### config.mk
export PLATFORM = sky130hd
export DESIGN_NAME = tga_truecolor_to_rgba_stream_flat
export DESIGN_NICKNAME = d
export VERILOG_FILES = /design/src/design/tga_pkg.sv /design/src/design/tga_chan_if.sv /design/src/design/tga_front.sv /design/src/design/tga_fifo.sv /design/src/design/tga_back.sv /design/src/design/tga_truecolor_to_rgba_stream.sv /design/src/flat_wrapper.sv
export SDC_FILE = /design/constraint.sdc
export NUM_CORES = 1
export LEC_CHECK = 0
export ABC_AREA = 0
export BUFFER_PORTS_ARGS = -buffer_cell sky130_fd_sc_hd__buf_2
export CAP_MARGIN = 5
export CORE_UTILIZATION = 62
export DETAILED_ROUTE_END_ITERATION = 10
export PLACE_DENSITY = 0.88
export SYNTH_ARGS = -nofsm -noshare
export SYNTH_HDL_FRONTEND = slang
export SYNTH_SLANG_ARGS = --single-unit
### constraint.sdc
create_clock -name clk -period 12.6 [get_ports clk]
set_input_delay 0.63 -clock clk [delete_from_list [all_inputs] [get_ports clk]]
set_output_delay 0.63 -clock clk [all_outputs]
set_load 0.05 [all_outputs]
### src/design/tga_pkg.sv
package tga_pkg;

  localparam int unsigned QUEUE_DEPTH = 2;

  localparam logic [4:0] HDR_ID_LEN    = 5'd0;
  localparam logic [4:0] HDR_CMAP_TYPE = 5'd1;
  localparam logic [4:0] HDR_IMG_TYPE  = 5'd2;
  localparam logic [4:0] HDR_WIDTH_LO  = 5'd12;
  localparam logic [4:0] HDR_WIDTH_HI  = 5'd13;
  localparam logic [4:0] HDR_HEIGHT_LO = 5'd14;
  localparam logic [4:0] HDR_HEIGHT_HI = 5'd15;
  localparam logic [4:0] HDR_DEPTH     = 5'd16;
  localparam logic [4:0] HDR_LAST      = 5'd17;

  localparam logic [7:0] IMG_TRUECOLOR = 8'd2;
  localparam logic [7:0] BPP_15 = 8'd15;
  localparam logic [7:0] BPP_16 = 8'd16;
  localparam logic [7:0] BPP_24 = 8'd24;
  localparam logic [7:0] BPP_32 = 8'd32;

  localparam logic [2:0] ST_PIXEL = 3'd0;
  localparam logic [2:0] ST_CMAP  = 3'd1;
  localparam logic [2:0] ST_KIND  = 3'd2;
  localparam logic [2:0] ST_DEPTH = 3'd3;
  localparam logic [2:0] ST_EMPTY = 3'd4;

  typedef enum logic [1:0] {
    FMT_15,
    FMT_16,
    FMT_24,
    FMT_32
  } fmt_t;

  // one classified transaction handed from front to back
  typedef struct packed {
    logic [2:0]  status;
    fmt_t        fmt;
    logic [23:0] held;
    logic [7:0]  final_byte;
    logic        eor;
    logic        last;
  } op_t;

endpackage

### src/design/tga_chan_if.sv
interface tga_in_if;
  logic       valid;
  logic       ready;
  logic [7:0] data_byte;
  logic       file_start;

  modport source (output valid, output data_byte, output file_start, input ready);
  modport sink   (input valid, input data_byte, input file_start, output ready);
endinterface

interface tga_out_if;
  logic       valid;
  logic       ready;
  logic [7:0] red;
  logic [7:0] green;
  logic [7:0] blue;
  logic [7:0] alpha;
  logic [2:0] status;
  logic       end_of_row;
  logic       last_result;

  modport source (output valid, output red, output green, output blue, output alpha,
                  output status, output end_of_row, output last_result, input ready);
  modport sink   (input valid, input red, input green, input blue, input alpha,
                  input status, input end_of_row, input last_result, output ready);
endinterface

### src/design/tga_front.sv
module tga_front (
  input  logic          clk,
  input  logic          rst_n,
  tga_in_if.sink        in_chan,
  input  logic          q_full,
  output logic          push,
  output tga_pkg::op_t  push_op
);

  typedef enum logic [1:0] {
    PH_IDLE,
    PH_HEADER,
    PH_SKIP,
    PH_PIXEL
  } phase_t;

  phase_t       phase_r, phase_nxt;
  logic [4:0]   hpos_r, hpos_nxt;
  logic [7:0]   id_left_r, id_left_nxt;
  logic [7:0]   cmap_r, cmap_nxt;
  logic [7:0]   kind_r, kind_nxt;
  logic [15:0]  width_r, width_nxt;
  logic [15:0]  height_r, height_nxt;
  logic [7:0]   bpp_r, bpp_nxt;
  logic [15:0]  col_r, col_nxt;
  logic [15:0]  row_r, row_nxt;
  logic [1:0]   bip_r, bip_nxt;
  logic [23:0]  held_r, held_nxt;

  logic          accept;
  logic          in_hdr;
  logic [4:0]    pos;
  logic [7:0]    b;
  tga_pkg::fmt_t fmt;
  logic [1:0]    bip_final;
  logic [2:0]    st;
  logic          eor;
  logic          last;

  assign in_chan.ready = !q_full;
  assign accept = in_chan.valid && in_chan.ready;
  assign b      = in_chan.data_byte;
  assign in_hdr = in_chan.file_start || (phase_r == PH_HEADER);
  assign pos    = in_chan.file_start ? tga_pkg::HDR_ID_LEN : hpos_r;

  always_comb begin
    case (bpp_r)
      tga_pkg::BPP_15: fmt = tga_pkg::FMT_15;
      tga_pkg::BPP_16: fmt = tga_pkg::FMT_16;
      tga_pkg::BPP_24: fmt = tga_pkg::FMT_24;
      default:         fmt = tga_pkg::FMT_32;
    endcase
    case (fmt)
      tga_pkg::FMT_15, tga_pkg::FMT_16: bip_final = 2'd1;
      tga_pkg::FMT_24:                  bip_final = 2'd2;
      default:                          bip_final = 2'd3;
    endcase
  end

  // header check, tested in priority order
  always_comb begin
    if (cmap_r != 8'd0) begin
      st = tga_pkg::ST_CMAP;
    end else if (kind_r != tga_pkg::IMG_TRUECOLOR) begin
      st = tga_pkg::ST_KIND;
    end else if (bpp_r != tga_pkg::BPP_15 && bpp_r != tga_pkg::BPP_16 &&
                 bpp_r != tga_pkg::BPP_24 && bpp_r != tga_pkg::BPP_32) begin
      st = tga_pkg::ST_DEPTH;
    end else if (width_r == 16'd0 || height_r == 16'd0) begin
      st = tga_pkg::ST_EMPTY;
    end else begin
      st = tga_pkg::ST_PIXEL;
    end
  end

  assign eor  = ({1'b0, col_r} + 17'd1) >= {1'b0, width_r};
  assign last = eor && (({1'b0, row_r} + 17'd1) >= {1'b0, height_r});

  always_comb begin
    phase_nxt   = phase_r;
    hpos_nxt    = hpos_r;
    id_left_nxt = id_left_r;
    cmap_nxt    = cmap_r;
    kind_nxt    = kind_r;
    width_nxt   = width_r;
    height_nxt  = height_r;
    bpp_nxt     = bpp_r;
    col_nxt     = col_r;
    row_nxt     = row_r;
    bip_nxt     = bip_r;
    held_nxt    = held_r;
    push        = 1'b0;
    push_op.status     = st;
    push_op.fmt        = fmt;
    push_op.held       = held_r;
    push_op.final_byte = b;
    push_op.eor        = eor;
    push_op.last       = last;

    if (accept && in_hdr) begin
      case (pos)
        tga_pkg::HDR_ID_LEN:    id_left_nxt = b;
        tga_pkg::HDR_CMAP_TYPE: cmap_nxt = b;
        tga_pkg::HDR_IMG_TYPE:  kind_nxt = b;
        tga_pkg::HDR_WIDTH_LO:  width_nxt = {width_r[15:8], b};
        tga_pkg::HDR_WIDTH_HI:  width_nxt = {b, width_r[7:0]};
        tga_pkg::HDR_HEIGHT_LO: height_nxt = {height_r[15:8], b};
        tga_pkg::HDR_HEIGHT_HI: height_nxt = {b, height_r[7:0]};
        tga_pkg::HDR_DEPTH:     bpp_nxt = b;
        default: ;
      endcase
      if (pos != tga_pkg::HDR_LAST) begin
        hpos_nxt  = pos + 5'd1;
        phase_nxt = PH_HEADER;
      end else begin
        hpos_nxt = 5'd0;
        if (st != tga_pkg::ST_PIXEL) begin
          phase_nxt = PH_IDLE;
          push      = 1'b1;
          push_op.eor  = 1'b0;
          push_op.last = 1'b1;
        end else begin
          col_nxt   = 16'd0;
          row_nxt   = 16'd0;
          bip_nxt   = 2'd0;
          held_nxt  = 24'd0;
          phase_nxt = (id_left_r != 8'd0) ? PH_SKIP : PH_PIXEL;
        end
      end
    end else if (accept && phase_r == PH_SKIP) begin
      id_left_nxt = id_left_r - 8'd1;
      if (id_left_nxt == 8'd0) begin
        phase_nxt = PH_PIXEL;
      end
    end else if (accept && phase_r == PH_PIXEL) begin
      if (bip_r != bip_final) begin
        case (bip_r)
          2'd0:    held_nxt[7:0]   = b;
          2'd1:    held_nxt[15:8]  = b;
          default: held_nxt[23:16] = b;
        endcase
        bip_nxt = bip_r + 2'd1;
      end else begin
        push     = 1'b1;
        bip_nxt  = 2'd0;
        held_nxt = 24'd0;
        if (eor) begin
          col_nxt = 16'd0;
          row_nxt = row_r + 16'd1;
        end else begin
          col_nxt = col_r + 16'd1;
        end
        if (last) begin
          phase_nxt = PH_IDLE;
        end
      end
    end
  end

  always_ff @(posedge clk) begin
    if (!rst_n) begin
      phase_r   <= PH_IDLE;
      hpos_r    <= 5'd0;
      id_left_r <= 8'd0;
      cmap_r    <= 8'd0;
      kind_r    <= 8'd0;
      width_r   <= 16'd0;
      height_r  <= 16'd0;
      bpp_r     <= 8'd0;
      col_r     <= 16'd0;
      row_r     <= 16'd0;
      bip_r     <= 2'd0;
      held_r    <= 24'd0;
    end else begin
      phase_r   <= phase_nxt;
      hpos_r    <= hpos_nxt;
      id_left_r <= id_left_nxt;
      cmap_r    <= cmap_nxt;
      kind_r    <= kind_nxt;
      width_r   <= width_nxt;
      height_r  <= height_nxt;
      bpp_r     <= bpp_nxt;
      col_r     <= col_nxt;
      row_r     <= row_nxt;
      bip_r     <= bip_nxt;
      held_r    <= held_nxt;
    end
  end

endmodule

### src/design/tga_fifo.sv
module tga_fifo #(
  parameter int unsigned DEPTH = tga_pkg::QUEUE_DEPTH
) (
  input  logic          clk,
  input  logic          rst_n,
  input  logic          push,
  input  tga_pkg::op_t  push_op,
  input  logic          pop,
  output tga_pkg::op_t  head_op,
  output logic          full,
  output logic          empty
);

  localparam int unsigned PW = (DEPTH > 1) ? $clog2(DEPTH) : 1;
  localparam int unsigned CW = $clog2(DEPTH + 1);
  localparam logic [PW-1:0] PTR_LAST = PW'(DEPTH - 1);
  localparam logic [CW-1:0] CNT_FULL = CW'(DEPTH);

  tga_pkg::op_t  mem_r [DEPTH];
  logic [PW-1:0] wr_ptr_r, wr_ptr_nxt;
  logic [PW-1:0] rd_ptr_r, rd_ptr_nxt;
  logic [CW-1:0] count_r, count_nxt;
  logic          do_push, do_pop;

  assign full    = (count_r == CNT_FULL);
  assign empty   = (count_r == '0);
  assign do_push = push && !full;
  assign do_pop  = pop && !empty;
  assign head_op = mem_r[rd_ptr_r];

  always_comb begin
    wr_ptr_nxt = wr_ptr_r;
    rd_ptr_nxt = rd_ptr_r;
    count_nxt  = count_r;
    if (do_push) begin
      wr_ptr_nxt = (wr_ptr_r == PTR_LAST) ? '0 : wr_ptr_r + PW'(1);
    end
    if (do_pop) begin
      rd_ptr_nxt = (rd_ptr_r == PTR_LAST) ? '0 : rd_ptr_r + PW'(1);
    end
    if (do_push && !do_pop) begin
      count_nxt = count_r + CW'(1);
    end else if (do_pop && !do_push) begin
      count_nxt = count_r - CW'(1);
    end
  end

  always_ff @(posedge clk) begin
    if (do_push) begin
      mem_r[wr_ptr_r] <= push_op;
    end
  end

  always_ff @(posedge clk) begin
    if (!rst_n) begin
      wr_ptr_r <= '0;
      rd_ptr_r <= '0;
      count_r  <= '0;
    end else begin
      wr_ptr_r <= wr_ptr_nxt;
      rd_ptr_r <= rd_ptr_nxt;
      count_r  <= count_nxt;
    end
  end

endmodule

### src/design/tga_back.sv
module tga_back (
  input  logic          clk,
  input  logic          rst_n,
  input  tga_pkg::op_t  head_op,
  input  logic          q_empty,
  output logic          pop,
  tga_out_if.source     out_chan
);

  logic        out_valid_r, out_valid_nxt;
  logic [7:0]  red_r, green_r, blue_r, alpha_r;
  logic [2:0]  status_r;
  logic        eor_r, last_r;
  logic [7:0]  red_nxt, green_nxt, blue_nxt, alpha_nxt;
  logic [15:0] word16;

  assign pop    = !q_empty && (!out_valid_r || out_chan.ready);
  assign word16 = {head_op.final_byte, head_op.held[7:0]};

  always_comb begin
    case (head_op.fmt)
      tga_pkg::FMT_15, tga_pkg::FMT_16: begin
        red_nxt   = {3'b000, word16[14:10]};
        green_nxt = {3'b000, word16[9:5]};
        blue_nxt  = {3'b000, word16[4:0]};
        alpha_nxt = (head_op.fmt == tga_pkg::FMT_16) ? {8{word16[15]}} : 8'hFF;
      end
      tga_pkg::FMT_24: begin
        red_nxt   = head_op.held[7:0];
        green_nxt = head_op.held[15:8];
        blue_nxt  = head_op.final_byte;
        alpha_nxt = 8'hFF;
      end
      default: begin
        red_nxt   = head_op.held[7:0];
        green_nxt = head_op.held[15:8];
        blue_nxt  = head_op.held[23:16];
        alpha_nxt = head_op.final_byte;
      end
    endcase
    // status results carry no pixel
    if (head_op.status != tga_pkg::ST_PIXEL) begin
      red_nxt   = 8'd0;
      green_nxt = 8'd0;
      blue_nxt  = 8'd0;
      alpha_nxt = 8'd0;
    end
  end

  always_comb begin
    out_valid_nxt = out_valid_r;
    if (pop) begin
      out_valid_nxt = 1'b1;
    end else if (out_chan.ready) begin
      out_valid_nxt = 1'b0;
    end
  end

  always_ff @(posedge clk) begin
    if (!rst_n) begin
      out_valid_r <= 1'b0;
    end else begin
      out_valid_r <= out_valid_nxt;
    end
  end

  always_ff @(posedge clk) begin
    if (pop) begin
      red_r    <= red_nxt;
      green_r  <= green_nxt;
      blue_r   <= blue_nxt;
      alpha_r  <= alpha_nxt;
      status_r <= head_op.status;
      eor_r    <= head_op.eor;
      last_r   <= head_op.last;
    end
  end

  assign out_chan.valid       = out_valid_r;
  assign out_chan.red         = red_r;
  assign out_chan.green       = green_r;
  assign out_chan.blue        = blue_r;
  assign out_chan.alpha       = alpha_r;
  assign out_chan.status      = status_r;
  assign out_chan.end_of_row  = eor_r;
  assign out_chan.last_result = last_r;

endmodule

### src/design/tga_truecolor_to_rgba_stream.sv
// uncompressed true-colour tga decoder, byte stream in, rgba pixels out
// in_chan: one file byte per transaction, file_start marks the first byte of a
//   file and always restarts header parsing, whatever was in progress
// out_chan: one transaction per pixel (status 0) or one status transaction
//   when the header is rejected (colour map, image type, depth, empty image)
// the 18-byte header and image id bytes give no output; a pixel is emitted on
//   its last byte (2, 3 or 4 bytes); bytes after the last pixel or an error
//   are dropped until the next file_start
// a pixel's last byte is written into the result queue, and from there into the
//   output register that drives out_chan.valid
// throughput: one byte per cycle, sustained while out_chan.ready is high; the
//   front parser takes a byte every cycle while the result queue has room, and
//   the output register drains one result a cycle while out_chan.ready is high
// reset: synchronous, active low; parser returns to idle, queue and output
//   register empty
// receiver stall: the output register holds, the queue fills, then
//   in_chan.ready drops until the receiver takes a result
module tga_truecolor_to_rgba_stream #(
  parameter int unsigned QUEUE_DEPTH = tga_pkg::QUEUE_DEPTH
) (
  input  logic       clk,
  input  logic       rst_n,
  tga_in_if.sink     in_chan,
  tga_out_if.source  out_chan
);

  logic         push, pop, q_full, q_empty;
  tga_pkg::op_t push_op, head_op;

  tga_front u_front (
    .clk     (clk),
    .rst_n   (rst_n),
    .in_chan (in_chan),
    .q_full  (q_full),
    .push    (push),
    .push_op (push_op)
  );

  tga_fifo #(
    .DEPTH (QUEUE_DEPTH)
  ) u_fifo (
    .clk     (clk),
    .rst_n   (rst_n),
    .push    (push),
    .push_op (push_op),
    .pop     (pop),
    .head_op (head_op),
    .full    (q_full),
    .empty   (q_empty)
  );

  tga_back u_back (
    .clk      (clk),
    .rst_n    (rst_n),
    .head_op  (head_op),
    .q_empty  (q_empty),
    .pop      (pop),
    .out_chan (out_chan)
  );

  a_no_overflow : assert property (@(posedge clk) disable iff (!rst_n)
    push |-> !q_full)
    else $error("result queue overflow");

  a_no_underflow : assert property (@(posedge clk) disable iff (!rst_n)
    pop |-> !q_empty)
    else $error("result queue underflow");

  a_status_final : assert property (@(posedge clk) disable iff (!rst_n)
    (out_chan.valid && out_chan.status != tga_pkg::ST_PIXEL) |->
      (out_chan.last_result && !out_chan.end_of_row && out_chan.red == 8'd0 &&
       out_chan.green == 8'd0 && out_chan.blue == 8'd0 && out_chan.alpha == 8'd0))
    else $error("status result not a clean final transaction");

endmodule
### src/flat_wrapper.sv
// flat-port wrapper written by rule: the top's interface ports become plain ports
module tga_truecolor_to_rgba_stream_flat 
#(
  parameter int unsigned QUEUE_DEPTH = tga_pkg::QUEUE_DEPTH
)
  (clk, rst_n, in_chan_valid, in_chan_data_byte, in_chan_file_start, in_chan_ready, out_chan_valid, out_chan_red, out_chan_green, out_chan_blue, out_chan_alpha, out_chan_status, out_chan_end_of_row, out_chan_last_result, out_chan_ready);
  tga_in_if in_chan_i ();
  tga_out_if out_chan_i ();
  input  logic clk;
  input  logic rst_n;
  input wire logic [$bits(in_chan_i.valid)-1:0] in_chan_valid;
  input wire logic [$bits(in_chan_i.data_byte)-1:0] in_chan_data_byte;
  input wire logic [$bits(in_chan_i.file_start)-1:0] in_chan_file_start;
  output wire logic [$bits(in_chan_i.ready)-1:0] in_chan_ready;
  output wire logic [$bits(out_chan_i.valid)-1:0] out_chan_valid;
  output wire logic [$bits(out_chan_i.red)-1:0] out_chan_red;
  output wire logic [$bits(out_chan_i.green)-1:0] out_chan_green;
  output wire logic [$bits(out_chan_i.blue)-1:0] out_chan_blue;
  output wire logic [$bits(out_chan_i.alpha)-1:0] out_chan_alpha;
  output wire logic [$bits(out_chan_i.status)-1:0] out_chan_status;
  output wire logic [$bits(out_chan_i.end_of_row)-1:0] out_chan_end_of_row;
  output wire logic [$bits(out_chan_i.last_result)-1:0] out_chan_last_result;
  input wire logic [$bits(out_chan_i.ready)-1:0] out_chan_ready;
  assign in_chan_i.valid = in_chan_valid;
  assign in_chan_i.data_byte = in_chan_data_byte;
  assign in_chan_i.file_start = in_chan_file_start;
  assign in_chan_ready = in_chan_i.ready;
  assign out_chan_valid = out_chan_i.valid;
  assign out_chan_red = out_chan_i.red;
  assign out_chan_green = out_chan_i.green;
  assign out_chan_blue = out_chan_i.blue;
  assign out_chan_alpha = out_chan_i.alpha;
  assign out_chan_status = out_chan_i.status;
  assign out_chan_end_of_row = out_chan_i.end_of_row;
  assign out_chan_last_result = out_chan_i.last_result;
  assign out_chan_i.ready = out_chan_ready;
  tga_truecolor_to_rgba_stream #(.QUEUE_DEPTH(QUEUE_DEPTH)) u_core (.clk(clk), .rst_n(rst_n), .in_chan(in_chan_i), .out_chan(out_chan_i));
endmodule
== Yosys cells after proc, flatten, opt, wreduce, memory -nomap -nowiden ==
Memories as Yosys holds them, arrays and structs flattened. A register that Yosys moved wholly into a read port is not among the register bits.
Cells that the tools add are included.

* Register bits: 171
* Memory bits (writable): 78
* Memories kept: 1
* Output and inout bits: 39

{| class="wikitable"
|+ Memory list
! memory !! words !! bits a word !! rd ports !! clocked after memory_dff !! write ports !! line !! source
|-
| u_core.u_fifo.mem_r || 2 || 39 || 1 || 1 || 1 || tga_fifo.sv:19 || <nowiki>tga_pkg::op_t mem_r [DEPTH];</nowiki>
|}

* Equality and inequality tests: 36
* Muxes and demuxes: 73
* Order comparisons: 2
* Reduce and logical (&&, ||, !) cells: 59
* Add/subtract/negate cells: 11
* Bitwise operators: 4

{| class="wikitable"
|+ Operators with widths
! cell !! number
|-
| 16-bit 2-to-1 mux || 12
|-
| 24-bit 2-to-1 mux || 6
|-
| 16-bit case mux with 2 select lines || 2
|-
| 8-bit 2-to-1 mux || 7
|-
| 2-bit 2-to-1 mux || 19
|-
| 16-bit by 1-bit adder with 17-bit output (second input constant) || 2
|-
| 17-bit by 16-bit greater-or-equal comparator with 1-bit output || 2
|-
| 16-bit by 1-bit adder with 16-bit output (second input constant) || 2
|-
| 16-bit logical NOT || 2
|-
| 8-bit case mux with 2 select lines || 2
|-
| 5-bit by 4-bit equality test with 1-bit output (second input constant) || 4
|-
| 5-bit 2-to-1 mux || 4
|-
| 5-bit AND reduction || 4
|-
| 8-bit by 5-bit equality test with 1-bit output (second input constant) || 2
|-
| 8-bit by 5-bit != test with 1-bit output (second input constant) || 2
|-
| 8-bit nonzero test || 2
|-
| 1-bit 2-to-1 mux || 15
|-
| 1-bit logical AND || 13
|-
| 3-bit 2-to-1 mux || 4
|-
| 3-bit AND reduction || 4
|-
| 3-bit nonzero test || 4
|-
| 2-bit equality test (second input constant) || 5
|-
| 2-bit nonzero test || 5
|-
| 3-bit by 2-bit != test with 1-bit output (second input constant) || 3
|-
| other kinds (31) || 58
|}

== Logic depth before layout (Yosys ltp) ==
* Depth in word-level cells: 16
* Mapped depth: 15

== Cells and area by module ==
Synthesis repeated with hierarchy kept, for this count alone.

* Cells, all modules: 1103
* Area total of the unflattened synthesis: 12032.8 sq um

{| class="wikitable"
|+ Modules (own cells, without submodules)
! module !! cells an instance !! instances !! area each (sq um)
|-
| tga_front || 839 || 1 || 7329.5
|-
| tga_fifo || 146 || 1 || 3041.7
|-
| tga_back || 118 || 1 || 1661.6
|}

== Least setup slack after synthesis ==
No wires, ideal clock.

* Path kind: input port to flip-flop
* Start: input in_chan_file_start
* End: memory u_core.u_fifo.mem_r[0][0] (netlist name), enable pin
* Data arrival time: 3.821 ns
* Slack: 8.339 ns
* Library setup time: 0.440 ns
* Path buffers: 1
* Cell stages on the path: 9
* Data required time: 12.160 ns
* Cell sequence: clkbuf_1 -> nand2b_1 -> inv_1 -> ha_1 -> nand2_1 -> a21oi_1 -> o21ai_0 -> a21oi_1 -> nor2b_1

* Word-level cells in the longest chain between the ends: 7
* Elaborated cells on any way between the ends: 9
* Those cells by class: 1 x eq/ne; 5 x mux; 3 x reduce/logical

{| class="wikitable"
|+ Ends and longest elaborated chain
! element !! line !! source
|-
| from (decl) || flat_wrapper.sv:13 || <nowiki>input wire logic [$bits(in_chan_i.file_start)-1:0] in_chan_file_start;</nowiki>
|-
| 5-bit 2-to-1 mux || tga_front.sv:44 || <nowiki>assign pos = in_chan.file_start ? tga_pkg::HDR_ID_LEN : hpos_r;</nowiki>
|-
| 5-bit != test || tga_front.sv:112 || <nowiki>if (pos != tga_pkg::HDR_LAST) begin</nowiki>
|-
| 1-bit 2-to-1 mux || tga_front.sv:112 ||
|-
| 1-bit 2-to-1 mux (*) || tga_front.sv:100 || <nowiki>if (accept && in_hdr) begin</nowiki>
|-
| 1-bit logical AND (*) || tga_fifo.sv:27 || <nowiki>assign do_push = push && !full;</nowiki>
|-
| via u_core.u_fifo.do_push || tga_fifo.sv:23 || <nowiki>logic do_push, do_pop;</nowiki>
|-
| 1-bit 2-to-1 mux (*) || tga_fifo.sv:49 || <nowiki>if (do_push) begin</nowiki>
|-
| 1-bit 2-to-1 mux (implied by the code) (*) || tga_fifo.sv:50 || <nowiki>mem_r[wr_ptr_r] <= push_op;</nowiki>
|-
| to (decl) || tga_fifo.sv:19 ||
|}

The timed path passes the listed nets; every way through them passes the cells marked *.

== Worst setup path in the final report ==
* Start: register u_core.u_front.col_r[0]
* End: register u_core.u_front.row_r[14]

* Word-level cells in the longest chain between the ends: 4

{| class="wikitable"
|+ Ends and longest elaborated chain
! element !! line !! source
|-
| from (decl) || tga_front.sv:25 || <nowiki>logic [15:0] col_r, col_nxt;</nowiki>
|-
| from (signal assigned) || tga_front.sv:183 || <nowiki>col_r <= col_nxt;</nowiki>
|-
| 16-bit by 1-bit adder with 17-bit output || tga_front.sv:76 || <nowiki>assign eor = ({1'b0, col_r} + 17'd1) >= {1'b0, width_r};</nowiki>
|-
| 17-bit by 16-bit greater-or-equal comparator with 1-bit output || tga_front.sv:76 ||
|-
| 2-bit nonzero test (no line) || n/a ||
|-
| 6-bit AND reduction (no line) || n/a ||
|-
| to (signal assigned) || tga_front.sv:184 || <nowiki>row_r <= row_nxt;</nowiki>
|-
| to (decl) || tga_front.sv:26 || <nowiki>logic [15:0] row_r, row_nxt;</nowiki>
|}

No other way between the ends.
A chain may end at the register's enable or synchronous reset.

==> impl_metrics.yaml <==
synth:
  syn_nets: 1175
  syn_inst: 1118
  synth_xor_xnor_area_share: 0.0246
  synthesis.area_mm2: 0.0118
  ys_async_sr_fraction: 0
  ys_seq_area_frac: 0.523
  ys.flop_type: "dfxtp_1"
  synthAdderAreaFrac: 0.0468
  synth_top_family_by_area: "simple AND/OR/NAND/NOR gates"
  yosysWarnings: 0
  synth_compound_area_frac: 0.125
  muxShareOfSynthArea: 0.0916
  synth_cell_type_count: 68
  yosys.area_share.simple: 0.152
  synth_seq_cells: 250
  synth_enable_flop_cells: 115
  synth.avg_cell_area_um2: 10.5
critical_path:
  r2r.worst_path.cells: 14
  crit_buf_inv: 1
  path_depth: 14
  reg2reg_slack_ps: 8620
  cp_slowest_cell: "dfxtp_1"
  r2r-end: "u_core.u_front.row_r[14]$_SDFFE_PN0P_"
  path_class: "register to register"
  slowest_delay_ps: 430
  crit_family: "simple AND/OR/NAND/NOR gates"
  crit_path_start_kind: "register"
  worstSetupEndpoint: "u_core.u_front.row_r[14]$_SDFFE_PN0P_"
  worstPathCellList: "ha_1 > and3_1 > nand4_1 > nor2_1 > xor2_1 > ha_1 > a21oi_1 > o21ai_1 > a2111oi_0 > a21oi_1 > nor3_2 > buf_4 > nand2b_1 > o21ai_0"
  crit_start: "u_core.u_front.col_r[0]$_SDFFE_PN0P_"
  cp.required_ps: 12990
  crit_path_end_kind: "register"
  cp_max_fo: 34
  r2r-start: "u_core.u_front.col_r[0]$_SDFFE_PN0P_"
  cp.arrival_ps: 4380
clocking:
  cts-root-buf: "clkbuf_16"
  cts-resized-gates: 0
  clock_sinks: 250
  ctsHoldBuffers: 0
  h-tree-depth: 1
  clk_path_buf_depth: 3
  postCtsSetupRepairBufs: 0
  clock_latency_ps: 540
  cts_tree: "built"
  cts_made_buffers: 26
  clk_pin_slew_ps: 60
global_route:
  grt.total_usage: 0.259
  grt_pass1_wl_mm: 40.8
  use_met2: 0.474
  antenna_found_initial: 0
  busiest_layer: "met2"
  grt_max_degree: 94
  use_met3: 0.0337
  grt_overflow: 0
  first_global_vias: 8248
  use_met1: 0.315
sta:
  finalMaxSlewViolations: 0
  final_hold_viol_count: 0
  setup_slack_ps: 8620
  holdWs_ps: 454
  final-setup-viol-count: 0
  fin_skew_ps: 16.4
  timing.setup.tns_ps: 0
  maxSlewHeadroom: 0.234
  rsz0062_at_grt: "false"
  max_slew.worst_pin.slew_ps: 1150
  period_needed_ps: 3980
  max_freq_ghz: 0.251
  min_period_over_period: 0.316
die:
  die_h_um: 140
  pin_count: 52
  initial_core_util: 0.631
  die-area_mm2: 0.0195
  core-area_mm2: 0.0186
  die_w_um: 140
  row_count: 50
finish:
  fin_nets: 1200
  antenna_cells: 0
  drive_gt1_frac: 0.127
  design_area_mm2: 0.0131
  final_common_cell: "dfxtp_1"
  final_cell_mix: "dfxtp_1 (134), nor2_1 (124), edfxtp_1 (115)"
  area_delta_synth_final_pct: 11.0
  filler_cell_count: 1340
drt:
  antenna_left: 0
  drc: 0
  route.vias.total: 8554
  avgRoutedWirePerCell_um: 18.3
  wl_mm: 25.5
  dr.pass1.iters: 7
  vias_per_cell: 6.13
  drt_first_iter_violations: 601
power_and_ir_drop:
  vdd_drop_max_mv: 0.106
  power_density_mw_per_mm2: 169
  p_leak_uw: 0.00486
  power_uw: 2210
placed_design:
  dp_hpwl_mm: 16.6
  portBuffers: 51
  post_dp_cell_area_mm2: 0.0122
  place_ws_ps: 8720
  gp_congestion: 0.921
min_path:
  hold_path_class: "register to register"
  min_delay_path_depth: 0
flow_run:
  drv_cap: 0
outcome:
  status: "finished clean"
cell type report:
| cell class | instances | area (um^2) | share of cell area |
|---|---|---|---|
| clock inverter | 13 | 134 | 0.0102 |
| sequential | 250 | 6160 | 0.471 |
| multi-input combinational | 755 | 5200 | 0.398 |
| timing repair buffer | 63 | 345 | 0.0264 |
| tap | 234 | 293 | 0.0224 |
| inverter | 47 | 176 | 0.0135 |
| clock buffer | 34 | 762 | 0.0583 |
worst reg2reg max path, delay by kind of cell (launching register included):
kind	cells	cell delay [ps]
flops	1	430
simple gates	5	1350
compound gates	5	1000
xor+xnor	1	180
fa+ha+maj	2	540
buf+inv	1	360
per-layer routing:
layer / part of all wire / up-vias
met5: 0 / -
met4: 0.025 / 0
met3: 0.041 / 48
met2: 0.51 / 222
met1: 0.43 / 4163
li1: - / 4121
worst min-delay path by stage:
stage	startpoint	end
2_1_floorplan	u_core.u_front.held_r[16]$_SDFFE_PN0P_	u_core.u_fifo.mem_r[0][26]$_DFFE_PP_
3_3_place_gp	u_core.u_front.held_r[19]$_SDFFE_PN0P_	u_core.u_fifo.mem_r[1][29]$_DFFE_PP_
3_5_place_dp	u_core.u_front.held_r[19]$_SDFFE_PN0P_	u_core.u_fifo.mem_r[0][29]$_DFFE_PP_
4_1_cts	u_core.u_front.held_r[19]$_SDFFE_PN0P_	u_core.u_fifo.mem_r[1][29]$_DFFE_PP_
5_1_grt	u_core.u_front.held_r[17]$_SDFFE_PN0P_	u_core.u_fifo.mem_r[0][27]$_DFFE_PP_
6_report	u_core.u_front.held_r[3]$_SDFFE_PN0P_	u_core.u_fifo.mem_r[0][13]$_DFFE_PP_
Yosys cell counts (all sizes together) (4+ instances only):
library cell | number | area [um^2]
mux2i | 93 | 943
nor3 | 16 | 118
o21ai | 30 | 154
or3 | 13 | 81.3
a211oi | 35 | 263
o31ai | 15 | 154
a22o | 16 | 140
edfxtp | 115 | 3450
clkbuf | 47 | 176
xor2 | 11 | 96.3
buf | 19 | 86.3
a21o | 7 | 52.6
nand3 | 35 | 175
nor2b | 20 | 125
mux2 | 12 | 135
dfxtp | 135 | 2700
ha | 44 | 551
nor2 | 126 | 475
nand2 | 72 | 270
a22oi | 4 | 30.0
nand4b | 4 | 35.0
and3 | 10 | 62.6
nand4 | 17 | 106
xnor2 | 22 | 193
nor4 | 16 | 100
o22ai | 10 | 62.6
a21oi | 53 | 277
o211ai | 13 | 97.6
and2 | 7 | 43.8
a31oi | 6 | 37.5
nand2b | 10 | 62.6
inv | 47 | 176
report_power, final:
part	switching [uW]	internal, uW
registers	21.2	931
logic	358	114
clock network	316	467
total	695	1510
registers in the layout (all words and copies together) (netlist names), 16 cells and up, named ones only:
register                 count
u_core.u_fifo.mem_r         78
u_core.u_front.row_r        16
u_core.u_front.held_r       24
u_core.u_front.col_r        16
u_core.u_front.height_r     16
u_core.u_front.width_r      16
per-stage QoR:
step                       util  instances
after floorplan               -       1118
after global routing      0.701       1396
final                     0.701       1396
after global placement    0.653       1349
after CTS                 0.701       1396
after detailed placement  0.653       1349
kinds of logic after synthesis:
| family | count (synthesis) |
|---|---|
| AND/OR/NAND/NOR | 362 |
| AO/OA/AOI/OAI | 211 |
| flip-flops | 250 |
| multiplexers | 105 |
| buffers and inverters | 113 |
| adder cells (fa/ha/maj) | 44 |
| XOR/XNOR | 33 |
No activity file was read; power rests on OpenSTA's default activity.
